===== src/rtl/pvb_pkg.sv =====
// ----------------------------------------------------------------------------
// pvb_pkg
// Shared types and codes for the page valid bitmap: the request and result
// words and the command/status bundles between controller and datapath.
// ----------------------------------------------------------------------------
package pvb_pkg;

  // Field widths of the request word, and the bitmap word width
  localparam int ADDR_W   = 64;
  localparam int COUNT_W  = 41;
  localparam int CMD_W    = 2;
  localparam int BITMAP_W = 32;

  // Command codes
  localparam logic [CMD_W-1:0] CMD_MARK_VALID   = 2'd0;
  localparam logic [CMD_W-1:0] CMD_MARK_INVALID = 2'd1;
  localparam logic [CMD_W-1:0] CMD_CHECK        = 2'd2;

  // Request word
  typedef struct packed {
    logic [CMD_W-1:0]   command;
    logic [ADDR_W-1:0]  address;
    logic [COUNT_W-1:0] byte_count;
  } pvb_item_t;

  // Result word
  typedef struct packed {
    logic page_valid;
    logic range_clipped;
  } pvb_result_t;

  // Controller to datapath commands
  typedef struct packed {
    logic load;     // capture request word
    logic setup;    // latch run bounds, point at first bitmap word
    logic read;     // read bitmap word at current pointer
    logic write;    // write merged bitmap word
    logic advance;  // step to next bitmap word
    logic clear;    // zero one word of the reset clearing pass
    logic respond;  // launch the result word
  } pvb_cmd_t;

  // Datapath to controller status
  typedef struct packed {
    logic clear_last;  // clearing pass is at the last word
    logic run_empty;   // mark touches no page
    logic is_check;
    logic is_mark;
    logic at_last;     // pointer is at the last word of the run
  } pvb_stat_t;

endpackage


===== src/rtl/pvb_ctrl.sv =====
// ----------------------------------------------------------------------------
// pvb_ctrl
// Sequencer for the page valid bitmap: reset clearing pass, request intake,
// read-modify-write of each touched bitmap word, and single-read checks.
// ----------------------------------------------------------------------------
module pvb_ctrl (
  input  logic              clk,
  input  logic              rst,
  input  logic              start,
  output logic              busy,
  input  pvb_pkg::pvb_stat_t stat,
  output pvb_pkg::pvb_cmd_t  cmd
);
  import pvb_pkg::*;

  localparam logic [2:0] S_CLEAR = 3'd0;
  localparam logic [2:0] S_IDLE  = 3'd1;
  localparam logic [2:0] S_SETUP = 3'd2;
  localparam logic [2:0] S_READ  = 3'd3;
  localparam logic [2:0] S_WRITE = 3'd4;
  localparam logic [2:0] S_CHECK = 3'd5;

  logic [2:0] state;
  logic [2:0] state_next;

  // State register
  always_ff @(posedge clk) begin
    if (rst) begin
      state <= S_CLEAR;
    end else begin
      state <= state_next;
    end
  end

  // Next state and commands
  always_comb begin
    state_next = state;
    cmd        = '0;
    case (state)
      S_CLEAR: begin
        cmd.clear = 1'b1;
        if (stat.clear_last) state_next = S_IDLE;
      end
      S_IDLE: begin
        if (start) begin
          cmd.load   = 1'b1;
          state_next = S_SETUP;
        end
      end
      S_SETUP: begin
        cmd.setup = 1'b1;
        if (stat.is_check || (stat.is_mark && !stat.run_empty)) begin
          state_next = S_READ;
        end else begin
          cmd.respond = 1'b1;
          state_next  = S_IDLE;
        end
      end
      S_READ: begin
        cmd.read   = 1'b1;
        state_next = stat.is_check ? S_CHECK : S_WRITE;
      end
      S_WRITE: begin
        cmd.write = 1'b1;
        if (stat.at_last) begin
          cmd.respond = 1'b1;
          state_next  = S_IDLE;
        end else begin
          cmd.advance = 1'b1;
          state_next  = S_READ;
        end
      end
      S_CHECK: begin
        cmd.respond = 1'b1;
        state_next  = S_IDLE;
      end
      default: begin
        state_next = S_IDLE;
      end
    endcase
  end

  assign busy = (state != S_IDLE);

endmodule


===== config.mk =====
export PLATFORM = sky130hd
export DESIGN_NAME = pvb_ctrl
export DESIGN_NICKNAME = d
export VERILOG_FILES = /design/src/rtl/pvb_pkg.sv /design/src/rtl/pvb_ctrl.sv
export SDC_FILE = /design/constraint.sdc
export NUM_CORES = 1
export LEC_CHECK = 0
export BUFFER_PORTS_ARGS = -buffer_cell sky130_fd_sc_hd__buf_2
export CORE_AREA = 4 4 41 43
export DETAILED_ROUTE_END_ITERATION = 16
export DIE_AREA = 0 0 45 47
export GPL_ROUTABILITY_DRIVEN = 0
export PLACE_DENSITY = 0.48
export REMOVE_ABC_BUFFERS = 1
export SLEW_MARGIN = 20
export SYNTH_ARGS = -nofsm -noshare
export SYNTH_HDL_FRONTEND = slang
export SYNTH_SLANG_ARGS = --single-unit

===== constraint.sdc =====
create_clock -name clk -period 1.2 [get_ports clk]
set_input_delay 0.18 -clock clk [delete_from_list [all_inputs] [get_ports clk]]
set_output_delay 0.18 -clock clk [all_outputs]
set_load 0.01 [all_outputs]

After elaboration in Yosys (flattened, before gate mapping)
Index checks and enable logic that the tools add are counted.
{"block": "word_totals", "reg_bits": 3, "input_bits": 8, "elab_cells": 30}
{"block": "classes", "reduce_logical": 5, "muxes": 16, "n_eq_ne": 8}
{"op": "$pmux W3 S5", "count": 1}
{"op": "$mux W1", "count": 9}
{"op": "$eq A3 B2 Y1 const B", "count": 2}
{"op": "$eq A3 B3 Y1 const B", "count": 2}
{"op": "$mux W2", "count": 3}
{"op": "$mux W3", "count": 2}
{"op": "$ne A2 B2 Y1 const B", "count": 2}
{"op": "$eq A3 B1 Y1 const B", "count": 1}
{"op": "$logic_not A3 Y1", "count": 1}
{"op": "$ne A3 B1 Y1 const B", "count": 1}
{"op": "$pmux W1 S3", "count": 1}
{"op": "$reduce_and A2 Y1", "count": 1}
{"op": "$logic_and A1 B1 Y1", "count": 1}
{"op": "$logic_not A1 Y1", "count": 1}
{"op": "$logic_or A1 B1 Y1", "count": 1}

Longest topological paths before layout
Gate-level depths: netlist of run 1.
{"block": "depth", "word_depth": 5, "ltp_mapped": 4, "mapped_depth_nobuf": 3}

Worst setup path before layout of run 1
OpenSTA, ideal clock, no wires.
{"block": "synth_path", "kind": "flip-flop to output port", "start": "register state[2]", "end": "output cmd[0] in the netlist's numbering", "path_slack_ps": -20, "required_ps": 1020, "path_stages_with_launch": 5, "n_path_buf": 1, "t_arrival_ps": 1040, "cell_sequence": "dfxtp_1 > buf_4 > nor3b_2 > nor3b_1 > nand2b_1"}
{"element": "from (decl)", "line_no": "pvb_ctrl.sv:23", "source": "logic [2:0] state;"}
{"element": "from (signal assigned)", "line_no": "pvb_ctrl.sv:31", "source": "state <= state_next;"}
{"element": "to (decl)", "line_no": "pvb_ctrl.sv:12", "source": "output pvb_pkg::pvb_cmd_t cmd"}

==> results of run 1 <==
## power by group
group          internal (W)  switching [W]  leakage (nW)   total, W
clock network      0.000125      0.0000545        0.0150   0.000179
logic             0.0000530      0.0000410         0.196  0.0000940
registers          0.000102     0.00000683        0.0264   0.000109
total              0.000280       0.000102         0.237   0.000382
## cell usage in the layout, fill, tap and decap left out, types with 2 or more instances in the layout
cell / synthesis / final
clkbuf_4: 0 / 3
nor2b_1: 2 / 2
nor2_1: 2 / 2
buf_6: 2 / 5
buf_4: 1 / 9
nor3b_4: 0 / 2
dfxtp_4: 0 / 2
nor3b_2: 3 / 3
buf_2: 0 / 14
o21ai_0: 2 / 2
nand2_1: 2 / 2
## worst max-delay path: stages, from the launching register on
cell and delay (ns):
dfxtp_4 0.36, nor3b_4 0.19, nor3b_2 0.16, nand2b_1 0.11
buf_2 0.12
## metrics by stage
step                      power [W]  area (um^2)
final                      0.000382          519
after global routing       0.000411          519
after CTS                  0.000385          475
after detailed placement   0.000185          378
after global placement     0.000185          378
after floorplan            0.000141          231
## what timing repair did
item | 4_1_cts | 5_1_grt
setup buffers | 4 | 4
endpoints found under the setup margin | 8 | 9
gates resized for setup | 13 | 5
pin swaps | 4 | 6
endpoints found under the hold margin | 0 | 0
## final cells by class
| class | count | area (um^2) |
|---|---|---|
| Timing Repair Buffer | 28 | 194 |
| Fill cell | 154 | 782 |
| Clock buffer | 4 | 26.3 |
| Inverter | 2 | 7.51 |
| Multi-Input combinational cell | 23 | 204 |
| Tap cell | 15 | 18.8 |
| Sequential cell | 3 | 68.8 |
## per-layer routing
metal,vias to the layer above,track usage,wire (um)
met5,-,0,0
met3,0,0.0421,77
met1,141,0.0975,321
met2,11,0.124,387
li1,167,-,-
met4,0,0.0526,0
## logic make-up (layout without fill, tap and decap cells)
group,after synthesis,count (layout),synth area share
AOI/OAI and AO/OA,7,7,0.177
buffers and inverters,5,34,0.144
DFF,3,3,0.230
and+or+nand+nor,16,16,0.450
## cell usage after synthesis (2+ instances only)
cell,instances,area [um^2]
nor3b_1,2,15.0
inv_1,2,7.51
dfxtp_1,3,60.1
nor3_1,2,10.0
nor2b_1,2,12.5
buf_6,2,22.5
nor3b_2,3,37.5
nor2_1,2,7.51
nand2_1,2,7.51
o21ai_0,2,10.0
## path summary, 6_finish.rpt
| kind | startpoint | endpoint | slack, ns | cells after the start |
|---|---|---|---|---|
| worst max register to register | state[1] | state[1] | -0.02 | 6 |
| worst min register to register | state[2] | state[1] | 0.69 | 3 |
| worst max-delay path | state[0] | cmd[0] | -0.15 | 4 |
| worst min-delay path | rst | state[0] | 0.13 | 2 |
==> summary.txt, run 1 <==
Status
  – Outcome: finished with violations
  – Failing checks: setup timing

STA
  – Setup Skew: ~0.00075 ns
  – Endpoints failing setup: 8
  – Slew headroom: 0.868
  – Max Freq: ~740 MHz
  – Slack of the critical path: -0.147 ns
  – Final hold vios: 0
  – Least-Margin Pin Slew: between 0.15 and 0.2 ns
  – Hold Slack: 0.133 ns
  – Slew Viols, Final: 0
  – Setup TNS: -0.739 ns
  – Unrepaired setup endpoints after global routing: yes
  – Final critical-path required period: 1.35 ns
  – Fin crit share: 1.12

Detailed routing
  – Final wirelength: roughly 790 um
  – DRC: 0
  – DRT Pass-1 Iters: 1
  – DR WL/cell: between 10 and 15 um
  – Antenna-violating nets left: 0
  – Via count: around 320
  – Post-detailed-route via-to-cell ratio: between 4 and 5
  – Initial DRC count: 0

Setup path
  – Worst setup SP type: register
  – CP required: ~1.0 ns
  – CP max FO: 5
  – Critical path capture point type: output pin
  – Worst EP arrival: ~1.2 ns
  – Critical path type: reg -> out

Synth
  – Ys Warns: 0
  – Ys async rst share: 0
  – Avg Inst Size Synth: approximately 8.4 um^2
  – Register area share after synthesis: 0.230
  – Post-synth EDFFs: 0
  – Synthesized cell area: 262 um^2
  – Synth unique cells: 19
  – Flops & latches, synth: 3
  – Mapped Cells: 31
  – Post-synth top flop: dfxtp_1

Finish
  – Final Non-Filler Cells: 75
  – Area growth syn-to-layout: 98.6%
  – Largest Register: state
  – Post-layout util: 0.399
  – Largest registers: state: 3 flops
  – Nets: between 60 and 70
  – Max reg flops: 3
  – Proportion of layout cells with a drive suffix above 1: 0.717
  – Antenna diodes: 0

Die
  – Site Rows: 13
  – Initial Util: 0.201
  – Boundary Pins: 16
  – Die area: roughly 2100 um^2
  – CORE AREA: about 1300 um^2
  – Chip width: 45 um
  – Die Ht: roughly 47 um

CTS
  – Clock Path Buffers: 2
  – CTS Buf Count: 3
  – CTS tree: built
  – Clock Tree Root: clkbuf_4
  – CTS sink cnt: 3
  – Cts-stage hold buffer count: 0
  – CTS H-tree depth: 1
  – CTS clk-pin slew, worst paths: about 0.04 ns
  – Worst-Skew Late Latency: about 0.23 ns

Place
  – Dpl cells: 65
  – Port Buffer Count: 15
  – Dpl ws: 0.0360 ns
  – HPWL Detailed: 575 um

Global routing
  – Vias in the first global route: 325
  – First-pass GRT wire length: between 1000 and 1500 um
  – Largest net degree at the start of global routing: 7
  – Antenna violations before repair: 0
  – Total track usage: 0.0845
  – Gr ovfl total: 0

Flow run
  – Max-Cap Viols: 0

Worst hold path
  – Min-delay worst type: in -> reg

Pwr
  – Max VDD drop: around 280 uV
  – PD cells: between 700 and 800 nW/um^2
  – LEAKAGE: between 0.2 and 0.25 nW
Note: power is estimated with default switching activity, not from simulation.
==> inputs of run 2 (changes only) <==
MAX_ROUTING_LAYER = met4   (was default)
==> run 2 against run 1 <==
  * The run still ends with setup timing left
  * Die area stayed put
  * Clock skew stayed put
  * First-iteration DRC count stayed put
  * Fmax stayed put
  * Critical path type unchanged
  * Non-clock buffer count stayed put
  * Largest cell class unchanged
  * Critical path depth stayed put
  * Wire length stayed put
==> summary.txt, run 2 (synthesis gave the netlist of run 1 again) <==
Setup path
  – Worst reg2reg startpoint: state[1]
  – Critical path capture point type: output pin
  – R2R Setup Slk: -0.02 ns (about the same)
  – CP max FO: 5 (unchanged)
  – Worst EP arrival: 1.17 ns (about the same)
  – CP required: 1.02 ns (about the same)
  – R2R depth: 6 (unchanged)
  – Worst setup startpoint: state[0]
  – Worst setup SP type: register
  – Worst R2R End: state[1]
  – Critical path type: reg -> out

Pwr
  – Pint: 0.000280 W (about the same)
  – Clock power share: 0.469 (about the same)
  – Max VDD drop: 276 uV (unchanged)
  – Sw Pwr: 0.000102 W (about the same)
  – Switching Fraction: 0.268 (about the same)
  – LEAKAGE: 0.237 nW (unchanged)
  – Comb power frac: 0.246 (about the same)
  – PD cells: 737 nW/um^2 (about the same)
  – Sequential Power Share: 0.285 (about the same)

Detailed routing
  – DR WL/cell: 10.5 um (unchanged)
  – DRC: 0 (unchanged)
  – DRT Pass-1 Iters: 1 (unchanged)
  – Post-detailed-route via-to-cell ratio: 4.25 (unchanged)
  – Antenna-violating nets left: 0 (unchanged)
  – Final wirelength: 786 um (unchanged)
  – Initial DRC count: 0 (unchanged)
  – Via count: 319 (unchanged)

Die
  – Boundary Pins: 16 (unchanged)
  – CORE AREA: 1300 um^2 (unchanged)
  – Die Ht: 47 um (unchanged)
  – Die area: 2120 um^2 (unchanged)
  – Site Rows: 13 (unchanged)
  – Chip width: 45 um (unchanged)
  – Initial Util: 0.201 (unchanged)

CTS
  – Clock Tree Root: clkbuf_4
  – Clock Path Buffers: 2 (unchanged)
  – CTS H-tree depth: 1 (unchanged)
  – CTS tree: built
  – CTS sink cnt: 3 (unchanged)
  – CTS clk-pin slew, worst paths: 0.04 ns (about the same)
  – Worst-Skew Late Latency: 0.23 ns (about the same)
  – CTS Buf Count: 3 (unchanged)
  – Cts-stage hold buffer count: 0 (unchanged)

STA
  – Final critical-path required period: 1.35 ns (unchanged)
  – Slack of the critical path: -0.147 ns (unchanged)
  – Setup Skew: 0.000753 ns (unchanged)
  – Final hold vios: 0 (unchanged)
  – Slew Viols, Final: 0 (unchanged)
  – Setup TNS: -0.739 ns (-0.0000690 ns)
  – Endpoints failing setup: 8 (unchanged)
  – Fin crit share: 1.12 (unchanged)
  – Max Freq: 742 MHz (unchanged)
  – Slew headroom: 0.868 (about the same)
  – Unrepaired setup endpoints after global routing: yes
  – Least-Margin Pin Slew: 0.195 ns (-0.000396 ns)

Worst hold path
  – WHS Endpoint: state[0]
  – WHS Path Cells: 2 (unchanged)
  – Min-delay worst type: in -> reg
  – Hold Crit Start: rst

Finish
  – Nets: 69 (unchanged)
  – Final Non-Filler Cells: 75 (unchanged)
  – Area growth syn-to-layout: 98.6% (unchanged)
  – Cell area after layout: 519 um^2 (unchanged)
  – Commonest cells after routing, fill and taps aside: 14 x buf_2, 9 x buf_4, 5 x buf_6, 3 x nor3b_2, 3 x clkbuf_4
  – Proportion of layout cells with a drive suffix above 1: 0.717 (unchanged)
  – Commonest non-fill, non-tap cell in the layout: buf_2
  – Largest Register: state
  – Antenna diodes: 0 (unchanged)
  – Max reg flops: 3 (unchanged)
  – Post-layout util: 0.399 (unchanged)
  – Largest registers: state: 3 flops

Place
  – Port Buffer Count: 15 (unchanged)
  – Dpl cells: 65 (unchanged)
  – Dpl ws: 0.0360 ns (unchanged)
  – HPWL Detailed: 575 um (unchanged)
  – DP Area: 378 um^2 (unchanged)

Global routing
  – Largest net degree at the start of global routing: 7 (unchanged)
  – First-pass GRT wire length: 1280 um (unchanged)
  – Gr ovfl total: 0 (unchanged)
  – Antenna violations before repair: 0 (unchanged)
  – Vias in the first global route: 325 (unchanged)
  – Total track usage: 0.0872 (+0.00275)

Flow run
  – Max-Cap Viols: 0 (unchanged)

Status
  – Failing checks: setup timing
  – Outcome: finished with violations
[run 2: metal layers]
| metal | vias up | global-route usage | share of wire | routed length [um] |
|---|---|---|---|---|
| met2 | 11 | 0.124 | 0.49 | 387 |
| met4 | 0 | 0.0526 | 0 | 0 |
| li1 | 167 | - | - | - |
| met1 | 141 | 0.102 | 0.43 | 338 |
| met5 | - | - | 0 | 0 |
| met3 | 0 | 0.0345 | 0.076 | 60 |
[run 2: final cells by class]
type / instances / area, um^2
timing repair buffer: 28 / 194
sequential: 3 / 68.8
multi-input combinational: 23 / 204
clock buffer: 4 / 26.3
fill: 154 / 782
inverter: 2 / 7.51
tap: 15 / 18.8
[run 2: critical path, stage by stage (launching register included)]
cell      delay [ns]
dfxtp_4         0.36
nor3b_4         0.19
nor3b_2         0.16
nand2b_1        0.11
buf_2           0.12
[run 2: what timing repair did]
item,CTS,global route
resized for setup,13,5
gates cloned,0,0
setup buffers,4,4
endpoints found under the setup margin,8,9
pin swaps,4,6
[run 2: power groups by stage]
stage / Sequential (W) / Clock [W] / Combinational (W)
finish: 0.000109 / 0.000179 / 0.0000940
global route: 0.000110 / 0.000199 / 0.000103
CTS: 0.000109 / 0.000191 / 0.0000850
detailed placement: 0.000112 / 0 / 0.0000734
global placement: 0.000112 / 0 / 0.0000732
floorplan: 0.000114 / 0 / 0.0000271
[run 2: worst max path at each step]
stage	endpoint	slack [ns]	cells after the start
floorplan	cmd[0]	-0.08	3
detailed placement	cmd[0]	0.04	4
global placement	cmd[2]	0.05	3
global route	cmd[0]	-0.23	4
finish	cmd[0]	-0.15	4
CTS	cmd[0]	-0.17	4
[run 2: stage by stage]
| step | hold slack [ns] | total power, W |
|---|---|---|
| floorplan | 0.252 | 0.000141 |
| global placement | 0.384 | 0.000185 |
| detailed placement | 0.378 | 0.000185 |
| CTS | 0.124 | 0.000385 |
| global route | 0.125 | 0.000411 |
| finish | 0.133 | 0.000382 |
